==> config.mk <==
export PLATFORM = sky130hd
export DESIGN_NAME = mtr_ctrl
export DESIGN_NICKNAME = d
export VERILOG_FILES = /design/src/rtl/mersenne_twister_ranged_rng_defines.svh /design/src/rtl/mtr_pkg.sv /design/src/rtl/mtr_ctrl.sv
export SDC_FILE = /design/constraint.sdc
export NUM_CORES = 1
export LEC_CHECK = 0
export BUFFER_PORTS_ARGS = -buffer_cell sky130_fd_sc_hd__buf_2
export CORE_MARGIN = 2
export CORE_UTILIZATION = 51
export CTS_CLUSTER_DIAMETER = 200
export CTS_CLUSTER_SIZE = 28
export DETAILED_ROUTE_END_ITERATION = 16
export PLACE_DENSITY = 0.84
export SYNTH_ARGS = -nofsm -noshare
export SYNTH_HDL_FRONTEND = slang
export SYNTH_SLANG_ARGS = --single-unit
==> constraint.sdc <==
create_clock -name clk -period 2.04 [get_ports clk]
set_input_delay 0.408 -clock clk [delete_from_list [all_inputs] [get_ports clk]]
set_output_delay 0.408 -clock clk [all_outputs]
set_load 0.01 [all_outputs]
==> src/rtl/mersenne_twister_ranged_rng_defines.svh <==
// Assertion macros for the ranged twister generator.
`ifndef MERSENNE_TWISTER_RANGED_RNG_DEFINES_SVH
`define MERSENNE_TWISTER_RANGED_RNG_DEFINES_SVH
`ifndef NO_ASSERTIONS
// Property that must hold at every clock edge out of reset
`define MTR_ASSERT(lbl, prop) \
  lbl: assert property (@(posedge clk) disable iff (!rst_n) prop) \
    else $error("mtr: property violated");
// Condition that must never be seen out of reset
`define MTR_NEVER(lbl, expr) \
  lbl: assert property (@(posedge clk) disable iff (!rst_n) !(expr)) \
    else $error("mtr: forbidden condition seen");
`else
`define MTR_ASSERT(lbl, prop)
`define MTR_NEVER(lbl, expr)
`endif
`endif

==> src/rtl/mtr_pkg.sv <==
package mtr_pkg;

  localparam int TW_N  = 624;
  localparam int TW_M  = 397;
  localparam int IDX_W = 10;

  localparam logic [31:0] TW_MATRIX   = 32'h9908B0DF;
  localparam logic [31:0] TEMPER_B    = 32'h9D2C5680;
  localparam logic [31:0] TEMPER_C    = 32'hEFC60000;
  localparam logic [31:0] INIT_MUL    = 32'd1812433253;
  localparam logic [31:0] RANGE_FAULT = 32'h80000000;
  localparam logic [31:0] SEED_RST    = 32'd5489;

  localparam logic [IDX_W-1:0] IDX_LAST = IDX_W'(TW_N - 1);
  localparam logic [IDX_W-1:0] IDX_END  = IDX_W'(TW_N);

  // Request commands
  localparam logic [1:0] CMD_RAW   = 2'd0;
  localparam logic [1:0] CMD_SCALE = 2'd1;
  localparam logic [1:0] CMD_EXACT = 2'd2;
  localparam logic [1:0] CMD_SEED  = 2'd3;

  // Datapath operations issued by the controller
  typedef enum logic [4:0] {
    OP_NONE, OP_CLR, OP_LOAD, OP_SEED0, OP_IMUL, OP_IWR, OP_RGST, OP_RGLD,
    OP_RGRD, OP_RGWR, OP_IDXF, OP_DRD, OP_TMP, OP_MUL, OP_LSTART, OP_LIM,
    OP_DSTART, OP_PUSH
  } op_t;

  // Result source
  typedef enum logic [2:0] {
    SEL_WORD, SEL_FAULT, SEL_LO, SEL_SCALE, SEL_SUM, SEL_REM
  } sel_t;

  typedef struct packed {
    op_t  op;
    sel_t sel;
  } dp_cmd_t;

  typedef struct packed {
    logic       idx_end;
    logic       cnt_last;
    logic [1:0] cmd;
    logic       rev;
    logic       eq;
    logic       full;
    logic       div_done;
    logic       accept;
    logic       out_busy;
  } dp_stat_t;

  function automatic logic [31:0] temper(input logic [31:0] w);
    logic [31:0] y;
    y = w ^ (w >> 11);
    y = y ^ ((y << 7) & TEMPER_B);
    y = y ^ ((y << 15) & TEMPER_C);
    y = y ^ (y >> 18);
    return y;
  endfunction

endpackage

==> src/rtl/mtr_ctrl.sv <==
module mtr_ctrl
  import mtr_pkg::*;
(
  input  logic     clk,
  input  logic     rst_n,
  input  logic     in_tvalid,
  output logic     in_tready,
  input  dp_stat_t stat,
  output dp_cmd_t  cmd
);

  typedef enum logic [17:0] {
    S_CLR     = 18'b1 << 0,
    S_IDLE    = 18'b1 << 1,
    S_DEC     = 18'b1 << 2,
    S_SEED    = 18'b1 << 3,
    S_IMUL    = 18'b1 << 4,
    S_IWR     = 18'b1 << 5,
    S_RGST    = 18'b1 << 6,
    S_RGLD    = 18'b1 << 7,
    S_RGRD    = 18'b1 << 8,
    S_RGWR    = 18'b1 << 9,
    S_IDXF    = 18'b1 << 10,
    S_DRD     = 18'b1 << 11,
    S_TMP     = 18'b1 << 12,
    S_MUL     = 18'b1 << 13,
    S_DST     = 18'b1 << 14,
    S_DDIV    = 18'b1 << 15,
    S_LDIV    = 18'b1 << 16,
    S_FIN_SEL = 18'b1 << 17
  } state_t;

  state_t state_r, state_nxt;
  logic   seeding_r, seeding_nxt;
  state_t draw_entry;
  sel_t   sel_c;

  // Regenerate first when the store is used up
  assign draw_entry = stat.idx_end ? S_RGST : S_DRD;

  // Pick the result source
  always_comb begin
    if (stat.cmd == CMD_RAW)        sel_c = SEL_WORD;
    else if (stat.rev)              sel_c = SEL_FAULT;
    else if (stat.eq)               sel_c = SEL_LO;
    else if (stat.cmd == CMD_SCALE) sel_c = SEL_SCALE;
    else if (stat.full)             sel_c = SEL_SUM;
    else                            sel_c = SEL_REM;
  end

  // Sequence the datapath
  always_comb begin
    state_nxt   = state_r;
    seeding_nxt = seeding_r;
    cmd.sel     = sel_c;
    cmd.op      = OP_NONE;
    in_tready   = 1'b0;
    case (state_r)
      S_CLR: begin
        cmd.op = OP_CLR;
        if (stat.cnt_last) state_nxt = S_IDLE;
      end
      S_IDLE: begin
        in_tready = 1'b1;
        if (in_tvalid) begin
          cmd.op    = OP_LOAD;
          state_nxt = S_DEC;
        end
      end
      S_DEC: begin
        case (stat.cmd)
          CMD_SEED: state_nxt = S_SEED;
          CMD_RAW:  state_nxt = draw_entry;
          default: begin
            if (stat.rev || stat.eq) begin
              state_nxt = S_FIN_SEL;
            end else if (stat.cmd == CMD_SCALE || stat.full) begin
              state_nxt = draw_entry;
            end else begin
              cmd.op    = OP_LSTART;
              state_nxt = S_LDIV;
            end
          end
        endcase
      end
      S_SEED: begin
        cmd.op      = OP_SEED0;
        seeding_nxt = 1'b1;
        state_nxt   = S_IMUL;
      end
      S_IMUL: begin
        cmd.op    = OP_IMUL;
        state_nxt = S_IWR;
      end
      S_IWR: begin
        cmd.op    = OP_IWR;
        state_nxt = stat.cnt_last ? S_RGST : S_IMUL;
      end
      S_RGST: begin
        cmd.op    = OP_RGST;
        state_nxt = S_RGLD;
      end
      S_RGLD: begin
        cmd.op    = OP_RGLD;
        state_nxt = S_RGWR;
      end
      S_RGRD: begin
        cmd.op    = OP_RGRD;
        state_nxt = S_RGWR;
      end
      S_RGWR: begin
        cmd.op = OP_RGWR;
        if (stat.cnt_last) state_nxt = seeding_r ? S_IDXF : S_DRD;
        else               state_nxt = S_RGRD;
      end
      S_IDXF: begin
        cmd.op      = OP_IDXF;
        seeding_nxt = 1'b0;
        state_nxt   = S_IDLE;
      end
      S_DRD: begin
        cmd.op    = OP_DRD;
        state_nxt = S_TMP;
      end
      S_TMP: begin
        cmd.op = OP_TMP;
        if (stat.cmd == CMD_SCALE)                     state_nxt = S_MUL;
        else if (stat.cmd == CMD_EXACT && !stat.full)  state_nxt = S_DST;
        else                                           state_nxt = S_FIN_SEL;
      end
      S_MUL: begin
        cmd.op    = OP_MUL;
        state_nxt = S_FIN_SEL;
      end
      S_DST: begin
        cmd.op    = OP_DSTART;
        state_nxt = S_DDIV;
      end
      S_DDIV: begin
        if (stat.div_done) state_nxt = stat.accept ? S_FIN_SEL : draw_entry;
      end
      S_LDIV: begin
        if (stat.div_done) begin
          cmd.op    = OP_LIM;
          state_nxt = draw_entry;
        end
      end
      S_FIN_SEL: begin
        // Result ready: wait for a free output register
        if (!stat.out_busy) begin
          cmd.op    = OP_PUSH;
          state_nxt = S_IDLE;
        end
      end
      default: begin
        state_nxt = S_IDLE;
      end
    endcase
  end

  always_ff @(posedge clk) begin
    if (!rst_n) begin
      state_r   <= S_CLR;
      seeding_r <= 1'b0;
    end else begin
      state_r   <= state_nxt;
      seeding_r <= seeding_nxt;
    end
  end

endmodule

After elaboration in Yosys (flattened, before gate mapping). Index checks and enable logic that the tools add are counted.

Equality and inequality tests: 26. Multiplexer cells: 30. Reduce and logical (&&, ||, !) cells: 9.

Operators by type and width (number): $pmux W18 S16 (1); $mux W18 (9); $pmux W5 S17 (1); $mux W12 (3); $pmux W18 S2 (1); $eq A18 B1 Y1 const B (1); $eq A18 B10 Y1 const B (1); $eq A18 B11 Y1 const B (1); $eq A18 B12 Y1 const B (1); $eq A18 B13 Y1 const B (1); $eq A18 B14 Y1 const B (1); $eq A18 B15 Y1 const B (1); $eq A18 B16 Y1 const B (1); $eq A18 B17 Y1 const B (1); $eq A18 B18 Y1 const B (1); $eq A18 B2 Y1 const B (1); $eq A18 B3 Y1 const B (1); $eq A18 B4 Y1 const B (1); $eq A18 B5 Y1 const B (1); $eq A18 B6 Y1 const B (1); $eq A18 B7 Y1 const B (1); $eq A18 B8 Y1 const B (1); $eq A18 B9 Y1 const B (1); $mux W17 (1); 17 further kinds (31).

Flip-flop bits (word level): 19. Input port bits: 13. Logic and storage cells: 67.

Depth between registers and ports, before layout.
Word-level depth: 6. Gate-level depth with buffers: 7. Depth with buffers taken out: 7.

Worst setup path after synthesis. OpenSTA, ideal clock, no wires.

Path type: input -> output. From: in stat[7] (netlist name). To: out cmd[4] (netlist name). Data arrival time: 1.819 ns. Data required time: 1.632 ns. Path slack: -0.187 ns. Stages: 6. Buffers on the path: 0. Cells stage by stage: inv_1 > ha_1 > or4_1 > or4_4 > nand3_2 > a2111o_1.

RTL lines: start: declaration (RTL line mtr_ctrl.sv:8) `input dp_stat_t stat,`; end: declaration (RTL line mtr_ctrl.sv:9) `output dp_cmd_t cmd`.

==> results.toml <==
[sta]
rsz0062_at_grt = "yes"
setup_viol = 10
hold_viol = 0
holdWs_ns = 0.3375
clock_skew_ns = 0.01396
fmax_mhz = 383.6
worstMarginPinSlew_ns = 0.5409
setup_tns_ns = -3.265
fin_crit_sh_pct = 127.8
final_max_slew_viol_count = 0
fin_ws_ns = -0.5668
min_period_ns = 2.607
relSlewSlack_pct = 63.64

[worst_setup_path]
crit_buf_inv = 2
path_class = "reg -> out"
critical_path.cell_chain = "nor4_4 -> buf_4 -> nand4_4 -> or4_4 -> nand3_4 -> or2_1 -> buf_2"
critPathRequiredTime_ns = 1.63
max_stage_delay_ns = 0.49
cpMaxStageDelayCell = "or4_4"
cp-start-kind = "flop"
regToRegSetupSlack_ns = -0.17
reg2reg_from = "state_r[7]$_SDFFE_PN0P_"
critPathTopFamily = "simple AND/OR/NAND/NOR gates"
r2r_end = "state_r[11]$_SDFFE_PN0P_"
ff2ff_path_depth = 8
end_kind = "primary output"
cp.arrival_ns = 2.20
critPathMaxFanout = 4

[detailed_routing]
postRouteWirelength_um = 6217
vias = 1998
drtAntennaViolNets = 0
viasPerCell = 6.551
firstDrtPassIters = 5
drt-wirelength-per-cell_um = 20.38
drt-initial-drc-count = 261
drc = 0

[worst_hold_path]
min-delay-start = "stat[8]"
hold_depth = 2
holdPathEnd = "state_r[8]$_SDFFE_PN0P_"
worst_hold_path_type = "in -> reg"

[power_and_ir_drop]
power.density_nw_per_um2 = 362.1
power.leakage_uw = 0.001038
peakVddDrop_v = 0.0005538
finalPower_uw = 862.1

[clock_network]
ctsRootBufferMaster = "clkbuf_4"
numCtsBuffers = 3
cts_tree = "yes"
cts_hold_buf = 0
clk_latency_ns = 0.34
clockBufferDepth = 2
clk_pin_slew_ns = 0.13
cts_sinks = 19
h-tree-depth = 1

[synth]
synth.largest_area_cell = "dfxtp_1"
synth_edf_count = 0
synth_top_cells_by_area = "dfxtp_1 26%, nor4_4 5.8%, nor2_1 5.6%"
syn-num-nets = 203
synth_top_area_share_pct = 25.81
synth-seq-cells = 19
syn_area_um2 = 1474
ys_seq_area_share_pct = 25.81
yosysWarnings = 0
avgSynthCellArea_um2 = 7.924
syn_inst = 186
yosysUniqueCellTypes = 46
synth_ff_type = "dfxtp_1"
ys_async_sr_fraction_pct = 0

[final_layout]
num_antenna_cells = 0
fin_cells = 305
post-route-cell-area_um2 = 2381
nNetsFinal = 292
area.growth.synth_to_final_pct = 61.54
drive_above_1_share_pct = 51.46
nFillCells = 145

[floorplanning]
core_area_um2 = 2758
dieArea_um2 = 3336
std_cell_rows = 19
die_y_um = 57.76
initial_core_util_pct = 53.45
io_pins = 22
die_w_um = 57.76

[place]
port_buffers = 21
dp_hpwl_um = 3754
placedCellCount = 284
placed_area_um2 = 1979
place_congestion = 0.9309

[global_route]
grt_pass1_vias = 1989
track_usage_pct = 39.62
overflow = 0
grt_first_pass_wirelength_um = 9804
grt_max_degree = 12
antenna_found_initial = 0

[status]
violations = "setup timing"
status = "finished with violations"

[job]
max-cap-violations = 0
[state kept, by name, summed over array words and instances (netlist names)]
signal and flops:
seeding_r 1, state_r 18
[kinds of logic after synthesis]
kind of cell             count (synthesis)  share of synthesized area, %
AO/OA/AOI/OAI                           35                         16.64
XOR/XNOR                                 6                         3.565
AND/OR/NAND/NOR                        102                         42.78
adder cells (fa/ha/maj)                  4                         3.396
flip-flops                              19                         25.81
buffers and inverters                   20                         7.810
[layout by cell type (no fill, tap or decap), types with 2 or more instances in the layout]
cell type  count
clkbuf_4       3
o211ai_1       2
inv_1          9
xor2_1         4
nor3_1         8
dfxtp_1       10
buf_6          7
nor2_1        19
nand2_1       18
nor4_2         3
nand3_1        2
nand2b_1       5
a21oi_1        3
nand3b_1       3
nor3b_1        2
a211oi_1       2
or3_1          2
ha_1           3
nand4b_1       2
nor3_2         3
nand4_1        6
or4_1          2
or4_4          3
buf_4         67
nor4_1         6
a2111o_1       2
dfxtp_2        9
nor2_4         3
xnor2_1        2
buf_2         19
nor4_4         5
o21ai_0        8
[stage by stage]
| stage | util, % | worst slack, ns |
|---|---|---|
| finish | 86.34 | -0.5668 |
| global route | 86.34 | -0.6525 |
| CTS | 80.72 | -0.4932 |
| detailed placement | 71.78 | -0.4046 |
| global placement | 71.78 | -0.3514 |
| floorplan | - | -0.1141 |
[cells in the mapped netlist (all sizes together), types with 2 or more instances]
cell type,n
a2111o,2
a211oi,3
a21oi,4
buf,6
clkbuf,4
dfxtp,19
ha,4
inv,10
nand2,18
nand2b,5
nand3,3
nand3b,3
nand4,7
nand4b,2
nor2,22
nor3,12
nor3b,4
nor4,14
nor4b,2
o211ai,2
o21ai,10
o21bai,2
o22ai,2
o32ai,3
or3,2
or4,5
xnor2,2
xor2,4
[what timing repair did]
action / 4_1_cts / 5_1_grt
pin swaps: 14 / 10
setup endpoints to repair: 6 / 16
resized for setup: 21 / 31
cloned: 0 / 0
setup buffers: 17 / 8
[final cells by class]
cell class                 count  area [µm²]  area share [%]
clock buffer                   3       22.52          0.9459
clock inverter                 1       5.005          0.2102
inverter                      10       40.04           1.682
multi-input combinational    147        1186           49.82
sequential                    19       391.6           16.45
tap                           31       38.79           1.629
timing repair buffer          94       696.9           29.27
[where the power goes]
part | internal, µW | switching, µW | leakage, µW
sequential | 376 | 5.87 | 0.000158
combinational | 119 | 144 | 0.000862
clock | 73.9 | 144 | 0.0000177
total | 568 | 294 | 0.00104
[routing by layer]
metal	global-route usage, %	part of all wire [%]	vias up
li1	-	-	867
met1	44.41	37	937
met2	63.80	47	151
met3	12.28	9.9	43
met4	27.57	6.1	0
met5	0	0	-
[worst register-to-register path, stage by stage (launching register included)]
cell and delay [ns]:
dfxtp_2 0.36, nor4_4 0.38, buf_4 0.21, buf_6 0.10, nand4_1 0.23, buf_4 0.24
o32ai_4 0.31, o21bai_2 0.11, a211oi_2 0.22
[how the worst max path moves through the flow]
stage / start / endpoint / slack, ns / cells after the start
after floorplan: state_r[12]$_SDFFE_PN0P_ / cmd[6] / -0.11 / 6
after global placement: stat[7] / cmd[4] / -0.35 / 8
after detailed placement: stat[7] / cmd[5] / -0.40 / 8
after CTS: state_r[7]$_SDFFE_PN0P_ / cmd[6] / -0.49 / 6
after global routing: state_r[12]$_SDFFE_PN0P_ / cmd[3] / -0.65 / 9
final: state_r[7]$_SDFFE_PN0P_ / cmd[5] / -0.57 / 7
Note: power is estimated with default switching activity, not from simulation.
